==> config.mk <==
export PLATFORM = sky130hd
export DESIGN_NAME = sprite_entry_tile_expander_unit
export DESIGN_NICKNAME = d
export VERILOG_FILES = /design/src/rtl/setx_pkg.sv /design/src/rtl/setx_front.sv /design/src/rtl/setx_queue.sv /design/src/rtl/setx_back.sv /design/src/rtl/sprite_entry_tile_expander_unit.sv
export SDC_FILE = /design/constraint.sdc
export NUM_CORES = 1
export LEC_CHECK = 0
export BUFFER_PORTS_ARGS = -buffer_cell sky130_fd_sc_hd__clkbuf_2
export CORE_UTILIZATION = 40
export DETAILED_ROUTE_END_ITERATION = 16
export GPL_TIMING_DRIVEN = 0
export HOLD_SLACK_MARGIN = 0.08
export MAX_ROUTING_LAYER = met4
export SLEW_MARGIN = 15
export SYNTH_ARGS = -nofsm -noshare
export SYNTH_HDL_FRONTEND = slang
export SYNTH_SLANG_ARGS = --single-unit
==> constraint.sdc <==
create_clock -name clk -period 3.5 [get_ports clk]
set_input_delay 0.7 -clock clk [delete_from_list [all_inputs] [get_ports clk]]
set_output_delay 0.7 -clock clk [all_outputs]
set_load 0.01 [all_outputs]
==> src/rtl/setx_pkg.sv <==
`timescale 1ns / 1ps
// ----------------------------------------------------------------------------
// setx_pkg
// Shared types and constants of the sprite entry tile expander.
// ----------------------------------------------------------------------------
package setx_pkg;

	localparam int unsigned QUEUE_DEPTH = 2;
	localparam int unsigned QUEUE_AW    = $clog2(QUEUE_DEPTH);

	localparam logic [15:0] ATTR_FLIP_X   = 16'h0001;
	localparam logic [15:0] ATTR_FLIP_Y   = 16'h0002;
	localparam logic [15:0] ATTR_ENABLE   = 16'h0004;
	localparam logic [15:0] ATTR_PRIORITY = 16'h0020;
	localparam logic [15:0] ATTR_FLICKER  = 16'h0040;

	typedef struct packed {
		logic [15:0] code;
		logic [3:0]  color;
		logic        flip_x;
		logic        flip_y;
		logic [1:0]  size_code;
		logic [15:0] sx;
		logic [15:0] sy;
	} sprite_entry_t;

	typedef struct packed {
		logic push;
		logic pop;
	} queue_ctrl_t;

	typedef struct packed {
		logic full;
		logic empty;
	} queue_stat_t;

	function automatic logic [5:0] morton3(input logic [2:0] col, input logic [2:0] row);
		morton3 = {row[2], col[2], row[1], col[1], row[0], col[0]};
	endfunction

endpackage

==> src/rtl/setx_front.sv <==
`timescale 1ns / 1ps
// ----------------------------------------------------------------------------
// setx_front
// Holds the scroll register, accepts sprite entries, drops entries that are
// not drawn and pushes drawn ones with their scrolled x into the queue.
// ----------------------------------------------------------------------------
module setx_front
	import setx_pkg::*;
(
	input  logic                clk,
	input  logic                arst_n,
	input  logic                cfg_valid,
	input  logic [8:0]          cfg_data,
	input  logic                in_valid,
	output logic                in_ready,
	input  logic [15:0]         attr_word,
	input  logic [15:0]         code_word,
	input  logic [15:0]         color_word,
	input  logic [15:0]         y_word,
	input  logic [15:0]         x_word,
	input  logic                frame_odd,
	input  logic                priority_pass,
	input  queue_stat_t         q_stat,
	output logic                q_push,
	output sprite_entry_t       q_entry
);

	logic [8:0] x_offset_q;
	logic       drawn;

	always_ff @(posedge clk or negedge arst_n) begin
		if (!arst_n) begin
			x_offset_q <= '0;
		end else if (cfg_valid) begin
			x_offset_q <= cfg_data;
		end
	end

	always_comb begin
		drawn = ((attr_word & ATTR_ENABLE) != '0)
			&& (((attr_word & ATTR_FLICKER) == '0) || frame_odd)
			&& (((attr_word & ATTR_PRIORITY) != '0) == priority_pass);
		in_ready          = !q_stat.full;
		q_push            = in_valid && in_ready && drawn;
		q_entry.code      = code_word;
		q_entry.color     = color_word[7:4];
		q_entry.flip_x    = (attr_word & ATTR_FLIP_X) != '0;
		q_entry.flip_y    = (attr_word & ATTR_FLIP_Y) != '0;
		q_entry.size_code = color_word[1:0];
		q_entry.sx        = x_word + {{7{x_offset_q[8]}}, x_offset_q};
		q_entry.sy        = y_word;
	end

endmodule

==> src/rtl/setx_queue.sv <==
`timescale 1ns / 1ps
// ----------------------------------------------------------------------------
// setx_queue
// Short entry queue between the front and the tile sequencer.
// ----------------------------------------------------------------------------
module setx_queue
	import setx_pkg::*;
(
	input  logic          clk,
	input  logic          arst_n,
	input  queue_ctrl_t   ctrl,
	input  sprite_entry_t wr_entry,
	output sprite_entry_t rd_entry,
	output queue_stat_t   stat
);

	sprite_entry_t             mem_q [QUEUE_DEPTH];
	logic [QUEUE_AW-1:0]       wr_ptr_q;
	logic [QUEUE_AW-1:0]       rd_ptr_q;
	logic [QUEUE_AW:0]         count_q;

	always_comb begin
		stat.full  = count_q == (QUEUE_AW+1)'(QUEUE_DEPTH);
		stat.empty = count_q == '0;
		rd_entry   = mem_q[rd_ptr_q];
	end

	always_ff @(posedge clk) begin
		if (ctrl.push) begin
			mem_q[wr_ptr_q] <= wr_entry;
		end
	end

	always_ff @(posedge clk or negedge arst_n) begin
		if (!arst_n) begin
			wr_ptr_q <= '0;
			rd_ptr_q <= '0;
			count_q  <= '0;
		end else begin
			if (ctrl.push) begin
				wr_ptr_q <= (wr_ptr_q == QUEUE_AW'(QUEUE_DEPTH - 1)) ? '0 : wr_ptr_q + 1'b1;
			end
			if (ctrl.pop) begin
				rd_ptr_q <= (rd_ptr_q == QUEUE_AW'(QUEUE_DEPTH - 1)) ? '0 : rd_ptr_q + 1'b1;
			end
			case ({ctrl.push, ctrl.pop})
				2'b10:   count_q <= count_q + 1'b1;
				2'b01:   count_q <= count_q - 1'b1;
				default: count_q <= count_q;
			endcase
		end
	end

endmodule

==> src/rtl/setx_back.sv <==
`timescale 1ns / 1ps
// ----------------------------------------------------------------------------
// setx_back
// Tile sequencer: walks the rows and columns of one sprite and loads one
// tile command a cycle into the output register while out_ready does not stall it.
// ----------------------------------------------------------------------------
module setx_back
	import setx_pkg::*;
(
	input  logic               clk,
	input  logic               arst_n,
	input  queue_stat_t        q_stat,
	input  sprite_entry_t      q_entry,
	output logic               q_pop,
	output logic               out_valid,
	input  logic               out_ready,
	output logic [15:0]        tile_code,
	output logic [3:0]         tile_color,
	output logic               tile_flip_x,
	output logic               tile_flip_y,
	output logic signed [15:0] tile_x,
	output logic signed [15:0] tile_y,
	output logic               last_tile
);

	sprite_entry_t ent_q;
	logic          busy_q;
	logic [2:0]    row_q;
	logic [2:0]    col_q;
	logic          out_valid_q;
	logic [2:0]    mask;
	logic [2:0]    cx;
	logic [2:0]    cy;
	logic          advance;
	logic          is_last;

	always_comb begin
		mask    = 3'((4'd1 << ent_q.size_code) - 4'd1);
		cx      = ent_q.flip_x ? (col_q ^ mask) : col_q;
		cy      = ent_q.flip_y ? (row_q ^ mask) : row_q;
		is_last = (row_q == mask) && (col_q == mask);
		advance = busy_q && (!out_valid_q || out_ready);
		q_pop   = !busy_q && !q_stat.empty;
		out_valid = out_valid_q;
	end

	always_ff @(posedge clk or negedge arst_n) begin
		if (!arst_n) begin
			busy_q      <= 1'b0;
			row_q       <= '0;
			col_q       <= '0;
			out_valid_q <= 1'b0;
		end else begin
			if (q_pop) begin
				busy_q <= 1'b1;
				row_q  <= '0;
				col_q  <= '0;
			end else if (advance) begin
				if (is_last) begin
					busy_q <= 1'b0;
				end else if (col_q == mask) begin
					col_q <= '0;
					row_q <= row_q + 1'b1;
				end else begin
					col_q <= col_q + 1'b1;
				end
			end
			if (advance) begin
				out_valid_q <= 1'b1;
			end else if (out_ready) begin
				out_valid_q <= 1'b0;
			end
		end
	end

	always_ff @(posedge clk) begin
		if (q_pop) begin
			ent_q <= q_entry;
		end
		if (advance) begin
			tile_code   <= ent_q.code + {10'd0, morton3(col_q, row_q)};
			tile_color  <= ent_q.color;
			tile_flip_x <= ent_q.flip_x;
			tile_flip_y <= ent_q.flip_y;
			tile_x      <= ent_q.sx + {10'd0, cx, 3'd0};
			tile_y      <= ent_q.sy + {10'd0, cy, 3'd0};
			last_tile   <= is_last;
		end
	end

endmodule

==> src/rtl/sprite_entry_tile_expander_unit.sv <==
`timescale 1ns / 1ps
// ----------------------------------------------------------------------------
// sprite_entry_tile_expander_unit
// Turns one sprite entry into size by size 8x8 tile commands.
// ----------------------------------------------------------------------------
// path: an entry passes the queue and the sequencer's entry register to the
// output register; a drawn sprite of s tiles a side gives s*s commands, one
// a cycle while out_ready does not stall; an entry not drawn is dropped
// a two-entry queue lets the front take entries while the sequencer works
// reset: asynchronous, clears scroll offset to zero, queue and output valid
module sprite_entry_tile_expander_unit
	import setx_pkg::*;
(
	input  logic               clk,
	input  logic               arst_n,
	input  logic               cfg_valid,
	output logic               cfg_ready,
	input  logic [8:0]         cfg_data,
	input  logic               in_valid,
	output logic               in_ready,
	input  logic [15:0]        attr_word,
	input  logic [15:0]        code_word,
	input  logic [15:0]        color_word,
	input  logic [15:0]        y_word,
	input  logic [15:0]        x_word,
	input  logic               frame_odd,
	input  logic               priority_pass,
	output logic               out_valid,
	input  logic               out_ready,
	output logic [15:0]        tile_code,
	output logic [3:0]         tile_color,
	output logic               tile_flip_x,
	output logic               tile_flip_y,
	output logic signed [15:0] tile_x,
	output logic signed [15:0] tile_y,
	output logic               last_tile
);

	queue_ctrl_t   q_ctrl;
	queue_stat_t   q_stat;
	sprite_entry_t wr_entry;
	sprite_entry_t rd_entry;
	logic          q_push;
	logic          q_pop;

	assign cfg_ready = 1'b1;
	assign q_ctrl.push = q_push;
	assign q_ctrl.pop  = q_pop;

	setx_front u_front (
		.clk           (clk),
		.arst_n        (arst_n),
		.cfg_valid     (cfg_valid),
		.cfg_data      (cfg_data),
		.in_valid      (in_valid),
		.in_ready      (in_ready),
		.attr_word     (attr_word),
		.code_word     (code_word),
		.color_word    (color_word),
		.y_word        (y_word),
		.x_word        (x_word),
		.frame_odd     (frame_odd),
		.priority_pass (priority_pass),
		.q_stat        (q_stat),
		.q_push        (q_push),
		.q_entry       (wr_entry)
	);

	setx_queue u_queue (
		.clk      (clk),
		.arst_n   (arst_n),
		.ctrl     (q_ctrl),
		.wr_entry (wr_entry),
		.rd_entry (rd_entry),
		.stat     (q_stat)
	);

	setx_back u_back (
		.clk         (clk),
		.arst_n      (arst_n),
		.q_stat      (q_stat),
		.q_entry     (rd_entry),
		.q_pop       (q_pop),
		.out_valid   (out_valid),
		.out_ready   (out_ready),
		.tile_code   (tile_code),
		.tile_color  (tile_color),
		.tile_flip_x (tile_flip_x),
		.tile_flip_y (tile_flip_y),
		.tile_x      (tile_x),
		.tile_y      (tile_y),
		.last_tile   (last_tile)
	);

endmodule

# Word level (Yosys, flattened, before mapping)
# Memory sizes are Yosys's and may differ from the RTL's. A register that Yosys moved wholly into a read port is not among the register bits.
# Cells that the tools add are included.
# Widths: inputs -> output; s select.
totals:
  memories: 1
  output_inout_bits: 58
  register_bits: 76
  ram_bits: 112
  input_bits: 96
mem_list:
  columns: ["memory", "words", "width", "rd", "rd_clocked_by_memory_dff", "write_ports", "line", "text"]
  rows:
  - ["u_queue.mem_q", 2, 56, 1, 1, 1, "setx_queue.sv:17", "sprite_entry_t mem_q [QUEUE_DEPTH];"]
classes:
  n_addsub: 11
  mux: 20
  shifts: 1
  n_eq_ne: 7
  n_bitwise: 2
  n_reduce_logical: 23
op_table:
  columns: ["operator", "count"]
  rows:
  - ["$add 16x6->16", 3]
  - ["$mux 3", 10]
  - ["$add 16x16->16", 1]
  - ["$logic_not 16->1", 1]
  - ["$reduce_bool 2->1", 5]
  - ["$mux 1", 9]
  - ["$logic_and 1x1->1", 7]
  - ["$add 3x1->3 const B", 2]
  - ["$eq 3x3->1", 2]
  - ["$xor 3x3->3", 2]
  - ["$eq 2x2->1 const B", 2]
  - ["$logic_not 1->1", 4]
  - ["$pmux 2 s2", 1]
  - ["$reduce_and 2->1", 2]
  - ["$reduce_and 3->1", 1]
  - ["$shl 1x2->3 const A", 1]
  - ["$sub 3x1->3 const B", 1]
  - ["$add 1x1->1 const B", 2]
  - ["$add 2x1->2 const B", 1]
  - ["$eq 2x1->1 const B", 1]
  - ["$logic_not 2->1", 1]
  - ["$logic_or 1x1->1", 2]
  - ["$ne 2x2->1 const B", 1]
  - ["$sub 2x1->2 const B", 1]
  - ["$eq 1x1->1", 1]

# Longest topological paths before layout
# Gate-level depths: netlist (run 1).
depth:
  word_depth: 7
  depth_mapped: 11
  ltp_nobuf: 10

# Cells and area by module
# Synthesis (run 1) repeated with hierarchy kept, for this count alone.
unflattened:
  cells_unflattened: 676
  area_unflattened_um2: 10801.6
by_module_without_submodules:
  columns: ["module", "seq_area_each_um2", "n_inst", "area_each_um2", "cells_each"]
  rows:
  - ["setx_back", 3533.4, 1, 4932.2, 313]
  - ["setx_queue", 3463.3, 1, 4345.4, 190]
  - ["setx_front", 225.2, 1, 1512.7, 171]
  - ["sprite_entry_tile_expander_unit", 0.0, 1, 11.3, 2]

# Worst setup path before layout (run 1)
# Ideal clock, no wire load.
synth_path:
  path_kind: "in2reg"
  start: "input port attr_word[2]"
  end: "memory u_queue.mem_q[0][0] (netlist name), enable pin"
  cell_stages: 4
  arrival_time_ns: 3.349
  path_buffers: 0
  setup_time_ns: 0.470
  path_slack_ns: -0.319
  cell_sequence: "nand3_1 > a21oi_1 > nand2_1 > nor2_1"
synth_via:
  elab_chain_cells: 5
synth_lines:
  columns: ["element", "line", "text"]
  rows:
  - ["from (decl)", "sprite_entry_tile_expander_unit.sv:21", "input logic [15:0] attr_word,"]
  - ["$logic_and 1x1->1", "setx_front.sv:41", "&& (((attr_word & ATTR_FLICKER) == '0) || frame_odd)"]
  - ["$logic_and 1x1->1", "setx_front.sv:42", "&& (((attr_word & ATTR_PRIORITY) != '0) == priority_pass);"]
  - ["$logic_and 1x1->1", "setx_front.sv:44", "q_push = in_valid && in_ready && drawn;"]
  - ["$mux 1", "setx_queue.sv:29", "if (ctrl.push) begin"]
  - ["$mux 1 (implied by the code)", "setx_queue.sv:30", "mem_q[wr_ptr_q] <= wr_entry;"]
  - ["to (decl)", "setx_queue.sv:17", null]
# No other way between the ends.

# Worst setup path in the final report (run 1)
layout_path:
  start: "register u_back.ent_q[33] (netlist name)"
  end: "register u_back.tile_y[15], data pin"
layout_via:
  elab_chain_cells: 5
layout_lines:
  columns: ["element", "line", "text"]
  rows:
  - ["$shl 1x2->3", "setx_back.sv:38", "mask = 3'((4'd1 << ent_q.size_code) - 4'd1);"]
  - ["$sub 3x1->3", "setx_back.sv:38", null]
  - ["$xor 3x3->3", "setx_back.sv:40", "cy = ent_q.flip_y ? (row_q ^ mask) : row_q;"]
  - ["$mux 3", "setx_back.sv:40", null]
  - ["$add 16x6->16", "setx_back.sv:86", "tile_y <= ent_q.sy + {10'd0, cy, 3'd0};"]
  - ["to (signal assigned)", "setx_back.sv:86", null]
  - ["to (decl)", "setx_back.sv:22", "output logic signed [15:0] tile_y,"]
# No other way between the ends.
# A chain may end at the register's enable or synchronous reset.

==> metrics, run 1 <==
starting DRC count in detailed routing 320; count leader, synth edfxtp_1; # Post-CTS Setup Buffers 0; Worst Setup End Kind flip-flop; Worst R2R Path Depth 11; achievable frequency 378.6 MHz; number of nets in the layout a little over 900; die area 26210 um^2; via count between 5000 and 6000; period utilization 0.7546; multi-input logic area 2855 um^2; Post-Synthesis Cells between 600 and 700; Hold Vio Cnt, Final 0; Worst Path Required approximately 3.8 ns; slew margin rel. 0.4753; Vias/cell just under 5; skew final between 0.01 and 0.015 ns; register area just over 7000 um^2; Post-DP HPWL between 10 and 15 mm; register area share after synthesis 0.7061; Yosys reg bits between 200 and 250; Ys Warns 0; # H-tree levels 1; DR WL/cell 16.02 um; Slew Limit Fails 0; Clock transition at path regs ~0.06 ns; io pins around 150; final wirelength roughly 18 mm; leading area contributor after synthesis edfxtp_1; GPL Wtd Cong roughly 0.88; max_cap viols 0; RR Endpoint u_back.tile_y[15]; top cells by area, synth edfxtp_1 (65%), mux2_2 (7.3%), dfrtp_1 (5.1%), ha_1 (3.7%), xnor2_1 (3.4%); EDFF count, synth 223; Min Hold Slack 0.1657 ns; leakage power 4.573 nW; TritonCTS clock tree yes; unrepaired setup endpoints after global routing no; post-CTS sizing 0; Core Util, Final 0.4874; TritonRoute pass-1 iters 5; clk sink count around 240; first-pass GRT wire length between 20 and 30 mm; remaining antenna violation count after routing 0; Critical Path Start Type flip-flop; CP max FO 10; Port Buffer Count 130; root buffer cell clkbuf_16; largest net degree at the start of global routing just over 60; initial antenna violation count 0; Fillers 2173; syn nets about 770; final setup violation count 0; vias in the first global route slightly below 6000; WP data arrival approximately 2.9 ns; mapped cell area approximately 10000 um^2; Period minus WS final ~2.6 ns; Slew @ Worst Pin 0.7870 ns; core footprint 25110 um^2; number of hold buffers added after cts 0; Syn Area/Cell about 16 um^2; share of cells above drive strength 1 0.3068; Distinct cells, synth between 40 and 50; synthesis-to-layout area growth 19.66%; # DRC 0; grt ovf 0; die width roughly 160 um; R2R Setup Slk about 0.86 ns; Num CTS Buffers 26; chip height 161.9 um; Starting Density 0.4073; power density over the cells between 700 and 800 nW/um^2; worst skew pair latency approximately 0.52 ns; crit path kind flip-flop to flip-flop; worst hold path class input port to asynchronous set/reset pin; Clock Path Buffers 3; ys flop type edfxtp_1; Total GRT Usage 0.1459; # diodes 0; post-synth top area share 0.6548; run status completed; asr flop ratio synth 0.08607; worst ir drop on vdd 0.3866 mV; RR Startpoint u_back.ent_q[33]; # rows slightly below 60; Commonest cells post-synth edfxtp_1 (223), mux2_2 (66), xnor2_1 (40), nand2_1 (34), a21oi_1 (31)
==> final cells by class <==
class,count,share of cell area
buffer,17,0.009202
clock buffer,36,0.05961
clock inverter,12,0.008384
inverter,14,0.004703
multi-input combinational,361,0.2333
sequential,244,0.5901
tap,330,0.03374
timing repair buffer,134,0.06093
==> flip-flops by register name, indices dropped and copies added, names as in the netlist, 2 cells and up <==
signal,count
u_queue.mem_q,112
u_back.ent_q,56
u_back.tile_code,16
u_back.tile_x,16
u_back.tile_y,16
u_front.x_offset_q,9
u_back.tile_color,4
u_back.col_q,3
u_back.row_q,3
u_queue.count_q,2
==> cells in the final DEF, fill, tap and decap left out, types with 3 or more instances in the layout <==
cell       instances
a21o_1            12
a21oi_1           31
a31oi_1            3
and3_1             5
clkbuf_1          18
clkbuf_16         27
clkbuf_2         130
clkbuf_8           5
clkinv_1           6
clkinv_2           4
dfrtp_1           21
edfxtp_1         223
fa_1               4
ha_1              30
inv_1             12
mux2_2            66
mux2i_1            4
nand2_1           34
nand3_1           17
nand4_1            7
nor2_1            25
nor3_1             5
nor3b_1            3
o211ai_1           4
o21a_1             4
o21ai_0           13
xnor2_1           40
xor2_1            20
==> worst max-delay path, cell delays in order, from the launching register on <==
cell	delay, ns
edfxtp_1	0.44
buf_6	0.17
o21ai_0	0.20
xnor2_1	0.18
ha_1	0.21
inv_1	0.05
fa_1	0.39
inv_1	0.07
a21o_1	0.16
nor2b_1	0.24
nand4_1	0.14
xnor2_1	0.14
==> layer usage <==
metal	vias up	track usage	part of all wire
met4	0	0.04503	0.019
li1	2740	-	-
met2	173	0.2538	0.52
met1	2716	0.1733	0.41
met5	-	-	0
met3	31	0.02375	0.051
==> how the worst max path moves through the flow <==
stage,from,endpoint,depth (start not counted)
6_report,u_back.ent_q[33],u_back.tile_y[15],11
5_1_grt,u_front.x_offset_q[8],u_queue.mem_q[0][28],6
4_1_cts,u_back.ent_q[33],u_back.tile_y[15],11
3_5_place_dp,x_word[0],u_queue.mem_q[0][28],8
3_3_place_gp,attr_word[2],u_queue.mem_q[1][15],5
2_1_floorplan,attr_word[2],u_queue.mem_q[0][0],4
==> cell families after synthesis <==
| group | after synthesis | synth area share |
|---|---|---|
| AOI/OAI and AO/OA | 81 | 0.05004 |
| buffers and inverters | 31 | 0.01615 |
| adders and majority gates | 34 | 0.04453 |
| xor gates and xnor gates | 60 | 0.05138 |
| DFF | 244 | 0.7061 |
| and+or+nand+nor | 115 | 0.05481 |
| muxes | 70 | 0.07658 |
| other | 1 | 0.0003667 |
==> report_power, final <==
group / internal, W / leakage [nW] / switching, W
sequential: 0.00377 / 2.30 / 0.000226
clock: 0.00159 / 0.409 / 0.00104
combinational: 0.000920 / 1.86 / 0.00111
total: 0.00628 / 4.57 / 0.00237
==> stage by stage <==
step	area [um^2]	setup WS [ns]	total power, W	cells	setup TNS, ns
5_1_grt	12240	0.5371	0.009119	1148	0
4_1_cts	12240	0.8282	0.008777	1148	0
2_1_floorplan	10230	-0.3188	0.005441	636	-35.71
3_5_place_dp	11410	0.6734	0.006113	1100	0
6_report	12240	0.8588	0.008653	1148	0
3_3_place_gp	11290	-1.955	0.006022	1096	-218.29
Power figures use the tool's default switching activity.
==> run 2: changes to the inputs <==
- ABC_AREA: not set -> 1
- clock period: 3.5 -> 2.4 ns (I/O delays scaled with it)
==> metrics, run 2 <==
TritonRoute pass-1 iters 4 (was 5); main combinational cell family by area after synthesis simple AND/OR/NAND/NOR gates (was multiplexers); mapped cell area 10490 um^2 (was 10230 um^2); CP max FO 6 (was 10); Distinct cells, synth 40 (was 48); # DRC 0 (unchanged); Clock Path Buffers 3 (unchanged); # rows 58 (unchanged); CP max-delay cell edfxtp_1 (unchanged); die area 26870 um^2 (was 26210 um^2); Top Registers u_queue.mem_q (112), u_back.ent_q (56) (unchanged); WP data arrival 2.69 ns (was 2.91 ns); io pins 154 (unchanged); worst skew pair latency 0.52 ns (about the same); Post-DP Area 11700 um^2 (was 11410 um^2); DR WL/cell 13.93 um (was 16.02 um); # H-tree levels 1 (unchanged); achievable frequency 416.0 MHz (was 378.6 MHz); vias in the first global route 6288 (was 5814); Slew Limit Fails 0 (unchanged); Yosys reg bits 244 (unchanged); worst ir drop on vdd 0.4543 mV (was 0.3866 mV); Slew @ Worst Pin 0.7554 ns (was 0.7870 ns); leakage power 5.332 nW (was 4.573 nW); Total GRT Usage 0.1521 (was 0.1459); via count 6487 (was 5660); TritonCTS clock tree yes (unchanged); slew margin rel. 0.4964 (was 0.4753); Commonest cells post-synth nand2_1 (301), edfxtp_1 (223), inv_1 (61), nand3_1 (40), xor2_1 (37) (was edfxtp_1 (223), mux2_2 (66), xnor2_1 (40), nand2_1 (34), a21oi_1 (31)); syn nets 1000 (was 766); Critical Path Start Type flip-flop (unchanged); final setup violation count 1 (was 0); share of cells above drive strength 1 0.2273 (was 0.3068); top cells by area, synth edfxtp_1 (64%), nand2_1 (11%), dfrtp_1 (5.0%), ha_1 (3.6%), xor2_1 (3.1%) (was edfxtp_1 (65%), mux2_2 (7.3%), dfrtp_1 (5.1%), ha_1 (3.7%), xnor2_1 (3.4%)); period utilization 1.002 (was 0.7546); crit path kind flip-flop to flip-flop (unchanged); commonest non-fill, non-tap cell in the layout nand2_1 (was edfxtp_1); count leader, synth nand2_1 (was edfxtp_1); Hold Vio Cnt, Final 0 (unchanged); CP max stage delay 0.38 ns (was 0.44 ns); CP Cell Sequence buf_6 -> nor2_4 -> nand2_2 -> nand2_2 -> nand2_2 -> o21ai_2 -> ha_2 -> inv_2 -> fa_2 -> inv_2 -> a21oi_2 -> nor2_2 -> nand3_1 -> xor2_1 -> inv_1 (was buf_6 -> o21ai_0 -> xnor2_1 -> ha_1 -> inv_1 -> fa_1 -> inv_1 -> a21o_1 -> nor2b_1 -> nand4_1 -> xnor2_1); leading area contributor after synthesis edfxtp_1 (unchanged); chip height 163.9 um (was 161.9 um); critical path launch point u_back.ent_q[33] (unchanged); worst hold path class input port to flip-flop (was input port to asynchronous set/reset pin); cell area after layout 12680 um^2 (was 12240 um^2); final std cells w/o fill 1401 (was 1148); starting DRC count in detailed routing 299 (was 320); Reg with most FFs u_queue.mem_q (unchanged); final wirelength 19.52 mm (was 18.39 mm); Synth Area in Compound Gates 0.02469 (was 0.05004); die width 163.9 um (was 161.9 um); Ys Warns 0 (unchanged); multiplexer share of the synthesized area 0.009662 (was 0.07658); Vias/cell 4.630 (was 4.930); EDFF count, synth 223 (unchanged); post-synth top area share 0.6384 (was 0.6548); remaining antenna violation count after routing 0 (unchanged); Clock transition at path regs 0.06 ns (about the same); simple-gate share of the synthesized area 0.1659 (was 0.05481); Largest register FFs 112 (unchanged); max_cap viols 0 (unchanged); final setup margin -0.003872 ns (was 0.8588 ns); Worst Path Required 2.68 ns (was 3.77 ns); Worst R2R Path Depth 15 (was 11); synthesis-to-layout area growth 20.91% (was 19.66%); Num CTS Buffers 26 (unchanged); RR Startpoint u_back.ent_q[33] (unchanged); Syn Area/Cell 12.06 um^2 (was 16.08 um^2); placed cells 1336 (was 1100); initial antenna violation count 1 (was 0); failing checks setup timing; run status complete, but fails checks (was completed); Worst Setup End Kind flip-flop (unchanged); skew final 0.01034 ns (was 0.01199 ns); first-pass GRT wire length 30.75 mm (was 28.99 mm); CP most frequent cell nand2_2; Post-DP HPWL 13.63 mm (was 12.72 mm); unrepaired setup endpoints after global routing yes (was no); number of nets in the layout 1179 (was 928); Synth Area in Adders 0.04342 (was 0.04453); worst hold start y_word[12]; Synth Area in XOR/XNOR 0.03829 (was 0.05138); register area share after synthesis 0.6885 (was 0.7061); Starting Density 0.4118 (was 0.4073); power density over the cells 932.3 nW/um^2 (was 707.0 nW/um^2); Port Buffer Count 130 (unchanged); commonest cells after routing, fill and taps aside nand2_1 (293), edfxtp_1 (223), clkbuf_2 (130) (was edfxtp_1 (223), clkbuf_2 (130), mux2_2 (66)); Hold Path Depth 1; GPL Wtd Cong 0.8474 (was 0.8756); Post-Synthesis Cells 870 (was 636); largest net degree at the start of global routing 58 (was 61); Period minus WS final 2.404 ns (was 2.641 ns); core footprint 25470 um^2 (was 25110 um^2); ys flop type edfxtp_1 (unchanged); grt ovf 0 (unchanged); root buffer cell clkbuf_16 (unchanged); asr flop ratio synth 0.08607 (unchanged); clk sink count 244 (unchanged); total power 0.01182 W (was 0.008653 W)
[run 2: cell count changes in the layout (fill, tap and decap cells not counted), sizes merged, moves of 19 or more]
| cell | delta |
|---|---|
| nand2 | +278 |
| xnor2 | -32 |
| buf | +19 |
| mux2 | -57 |
| inv | +48 |
| nand3 | +24 |
[run 2: logic make-up after synthesis]
family / count (synthesis)
simple gates: 410
flops: 244
buf+inv: 78
compound gates: 49
xor+xnor: 45
fa+ha+maj: 34
mux: 9
other cells: 1
[run 2: stage by stage]
stage | hold slack, ns | utilization | setup WS [ns] | setup TNS [ns]
after floorplan | 0.1844 | - | -0.4033 | -45.23
after global placement | 0.4016 | 0.4539 | -1.534 | -212.27
after detailed placement | 0.4045 | 0.4594 | -0.2456 | -0.9080
after CTS | 0.1245 | 0.4932 | -0.01945 | -0.01945
after global routing | 0.1244 | 0.4978 | -0.1412 | -0.3861
final | 0.1452 | 0.4979 | -0.003872 | -0.003872
[run 2: per-layer routing]
metal	track usage	up-vias	part of all wire
met4	0.05219	0	0.025
li1	-	3328	-
met5	-	-	0
met1	0.1682	3008	0.40
met3	0.02525	39	0.043
met2	0.2760	112	0.53
[run 2: where the power goes]
part	leakage (nW)	internal [W]	switching, W
combinational	2.65	0.000914	0.00164
sequential	2.30	0.00531	0.000248
clock	0.383	0.00215	0.00156
[run 2: path summary, 6_finish.rpt]
| check | end | slack (ns) |
|---|---|---|
| setup / recovery | u_back.tile_y[13] | -0.004 |
| hold / removal | u_queue.mem_q[0][12] | 0.15 |
| setup reg to reg | u_back.tile_y[13] | -0.004 |
| hold reg to reg | u_back.tile_x[1] | 0.42 |
| max in group asynchronous | u_back.col_q[0] | 1.40 |
| min in group asynchronous | u_front.x_offset_q[8] | 0.53 |
[run 2: timing repair]
item | in CTS | in global routing
pin swaps | 6 | 11
gates resized for setup | 11 | 20
setup endpoints to repair | 7 | 11
buffers inserted | 5 | 9
hold buffers | 1 | 0
endpoints found under the hold margin | 21 | 0
[run 2: worst max-delay path, delay by kind of cell, from the launching register on]
kind	cells	cell delay, ns
AOI/OAI and AO/OA	2	0.12
xor gates and xnor gates	1	0.16
adders and majority gates	2	0.57
buffers and inverters	4	0.30
DFF	1	0.38
and+or+nand+nor	6	0.64
[run 2: area by class of cell]
| type | instances | area [um^2] |
|---|---|---|
| Multi-Input combinational cell | 548 | 3047 |
| Clock inverter | 14 | 87.58 |
| Antenna cell | 2 | 5.005 |
| Tap cell | 330 | 412.9 |
| Inverter | 63 | 242.7 |
| Fill cell | 2248 | 12790 |
| Buffer | 15 | 68.82 |
| Sequential cell | 244 | 7223 |
| Clock buffer | 34 | 701.9 |
| Timing Repair Buffer | 151 | 893.4 |
==> run 3: changes to the inputs <==
- ABC_CLOCK_PERIOD_IN_PS: not set -> 2400
- BUFFER_PORTS_ARGS: -buffer_cell sky130_fd_sc_hd__clkbuf_2 -> not set
- DONT_BUFFER_PORTS: not set -> 1
==> metrics, run 3 (synthesized netlist as in run 2, its figures left out) <==
die width 163.9 um (unchanged); TritonRoute pass-1 iters 4 (unchanged); # rows 58 (unchanged); largest net degree at the start of global routing 58 (unchanged); Seq pwr share 0.471 (was 0.470); max_cap viols 0 (unchanged); number of nets in the layout 1098 (was 1179); Clock Path Buffers 3 (unchanged); Total GRT Usage 0.1557 (was 0.1521); Num CTS Buffers 27 (was 26); Reg with most FFs u_queue.mem_q (unchanged); grt met2 use 0.2822 (was 0.2760); CP max stage delay 0.38 ns (about the same); CP Cell Sequence buf_6 -> nor2_4 -> nand2_2 -> nand2_2 -> nand2_2 -> o21ai_2 -> ha_2 -> inv_2 -> fa_2 -> inv_2 -> a21oi_2 -> nor2_2 -> nand3_1 -> xor2_1 -> inv_1 (unchanged); switching portion of total power 0.2863 (was 0.2915); Vias/cell 4.697 (was 4.630); internal power 0.008603 W (was 0.008377 W); # DRC 0 (unchanged); crit path kind flip-flop to flip-flop (unchanged); io pins 154 (unchanged); first-pass GRT wire length 31.35 mm (was 30.75 mm); CP most frequent cell nand2_2 (unchanged); unrepaired setup endpoints after global routing yes (unchanged); core footprint 25470 um^2 (unchanged); Clock transition at path regs 0.06 ns (about the same); Slew Limit Fails 0 (unchanged); chip height 163.9 um (unchanged); DR WL/cell 15.07 um (was 13.93 um); TritonCTS clock tree yes (unchanged); final std cells w/o fill 1320 (was 1401); remaining antenna violation count after routing 0 (unchanged); Post-DP HPWL 13.16 mm (was 13.63 mm); period utilization 0.9889 (was 1.002); Net Sw Power 0.003452 W (was 0.003446 W); run status completed (was complete, but fails checks); WP data arrival 2.65 ns (was 2.69 ns); Worst Setup End Kind flip-flop (unchanged); skew final 0.01099 ns (was 0.01034 ns); CP max-delay cell edfxtp_1 (unchanged); # H-tree levels 1 (unchanged); Port Buffer Count 0 (was 130); placed cells 1205 (was 1336); share of cells above drive strength 1 0.1225 (was 0.2273); met1 GRT Util 0.1720 (was 0.1682); GPL Wtd Cong 0.8495 (was 0.8474); Starting Density 0.4118 (unchanged); Combinational Power Share 0.194 (was 0.216); Post-DP Area 11020 um^2 (was 11700 um^2); Slew @ Worst Pin 0.7826 ns (was 0.7554 ns); Fillers 2177 (was 2248); Worst Path Required 2.68 ns (about the same); die area 26870 um^2 (unchanged); starting DRC count in detailed routing 324 (was 299); power density over the cells 958.4 nW/um^2 (was 932.3 nW/um^2); Largest register FFs 112 (unchanged); met3 usage 0.03258 (was 0.02525); worst hold path class input port to flip-flop (unchanged); TNS Setup 0 ns (was -0.003872 ns); achievable frequency 421.3 MHz (was 416.0 MHz); worst ir drop on vdd 0.5756 mV (was 0.4543 mV); vias in the first global route 6187 (was 6288); leakage power 5.024 nW (was 5.332 nW); worst skew pair latency 0.53 ns (was 0.52 ns); commonest cells after routing, fill and taps aside nand2_1 (294), edfxtp_1 (223), inv_1 (57) (was nand2_1 (293), edfxtp_1 (223), clkbuf_2 (130)); commonest non-fill, non-tap cell in the layout nand2_1 (unchanged); Top Usage Layer GRT met2 (unchanged); via count 6200 (was 6487); cell area after layout 12580 um^2 (was 12680 um^2); Core Util, Final 0.4938 (was 0.4979); grt ovf 0 (unchanged); slew margin rel. 0.4783 (was 0.4964); Hold Vio Cnt, Final 0 (unchanged); CP max FO 5 (was 6); root buffer cell clkbuf_16 (unchanged); synthesis-to-layout area growth 19.92% (was 20.91%); Critical Path Start Type flip-flop (unchanged); clk sink count 244 (unchanged); final setup violation count 0 (was 1); Period minus WS final 2.373 ns (was 2.404 ns); clock power share 0.335 (was 0.314); Top Registers u_queue.mem_q (112), u_back.ent_q (56) (unchanged); initial antenna violation count 2 (was 1); final wirelength 19.89 mm (was 19.52 mm); total power 0.01205 W (was 0.01182 W)
## run 3: cell types whose count changed in the layout (fill, tap and decap cells not counted), sizes merged
cell | before | now
clkbuf | 173 | 44
dlygate4sd3 | 1 | 48
clkinvlp | 2 | 3
clkinv | 12 | 10
bufinv | 1 | 3
## run 3: power by group through the flow
stage          clock, W  sequential (W)  combinational, W
2_1_floorplan         0         0.00568           0.00162
3_3_place_gp          0         0.00578           0.00211
3_5_place_dp          0         0.00577           0.00219
4_1_cts         0.00415         0.00569           0.00232
5_1_grt         0.00430         0.00573           0.00270
6_report        0.00403         0.00568           0.00234
## run 3: final timing paths
kind | startpoint | endpoint | slack [ns] | depth (start not counted)
setup / recovery | u_back.ent_q[33] | u_back.tile_y[13] | 0.03 | 15
hold / removal | cfg_data[2] | u_front.x_offset_q[2] | 0.11 | 1
setup reg to reg | u_back.ent_q[33] | u_back.tile_y[13] | 0.03 | 15
hold reg to reg | u_back.ent_q[18] | u_back.tile_x[2] | 0.42 | 0
max in group asynchronous | arst_n | u_back.row_q[0] | 1.83 | 2
min in group asynchronous | arst_n | u_back.col_q[1] | 0.41 | 2
## run 3: layer usage
layer  routed length, um  share of wire
met5                   0              0
met4                 404          0.020
met3                 820          0.041
met2               10600           0.53
met1                8062           0.41
## run 3: area by class of cell
cell class,count,area [um^2],area share
flip-flops and latches,244,7224,0.5744
multi-input cells,548,3042,0.2418
well taps,330,412.9,0.03283
inverters,63,242.7,0.01930
clock inverters,14,146.4,0.01164
repair buffers,68,705.7,0.05610
plain buffers,15,68.82,0.005471
clock buffers,35,725.7,0.05769
diodes,2,5.005,0.0003979
repair inverters,1,5.005,0.0003979
## run 3: what timing repair did
action | 4_1_cts | 5_1_grt
hold endpoints to repair | 108 | 0
hold buffers | 49 | 0
setup endpoints to repair | 8 | 16
pin swaps | 5 | 15
gates cloned | 0 | 1
gates resized for setup | 12 | 21
buffers inserted | 4 | 10
## run 3: worst max-delay path, delay by kind of cell (launching register included)
| family | cells | cell delay (ns) |
|---|---|---|
| AOI/OAI and AO/OA | 2 | 0.13 |
| xor gates and xnor gates | 1 | 0.16 |
| adders and majority gates | 2 | 0.59 |
| buffers and inverters | 4 | 0.32 |
| DFF | 1 | 0.38 |
| and+or+nand+nor | 6 | 0.55 |
## run 3: through the flow
stage,worst slack (ns),hold WS (ns)
2_1_floorplan,-0.4033,0.1844
3_3_place_gp,-1.437,0.1850
3_5_place_dp,-0.2363,0.1850
4_1_cts,0.01290,0.08010
5_1_grt,-0.09889,0.09105
6_report,0.02655,0.1063
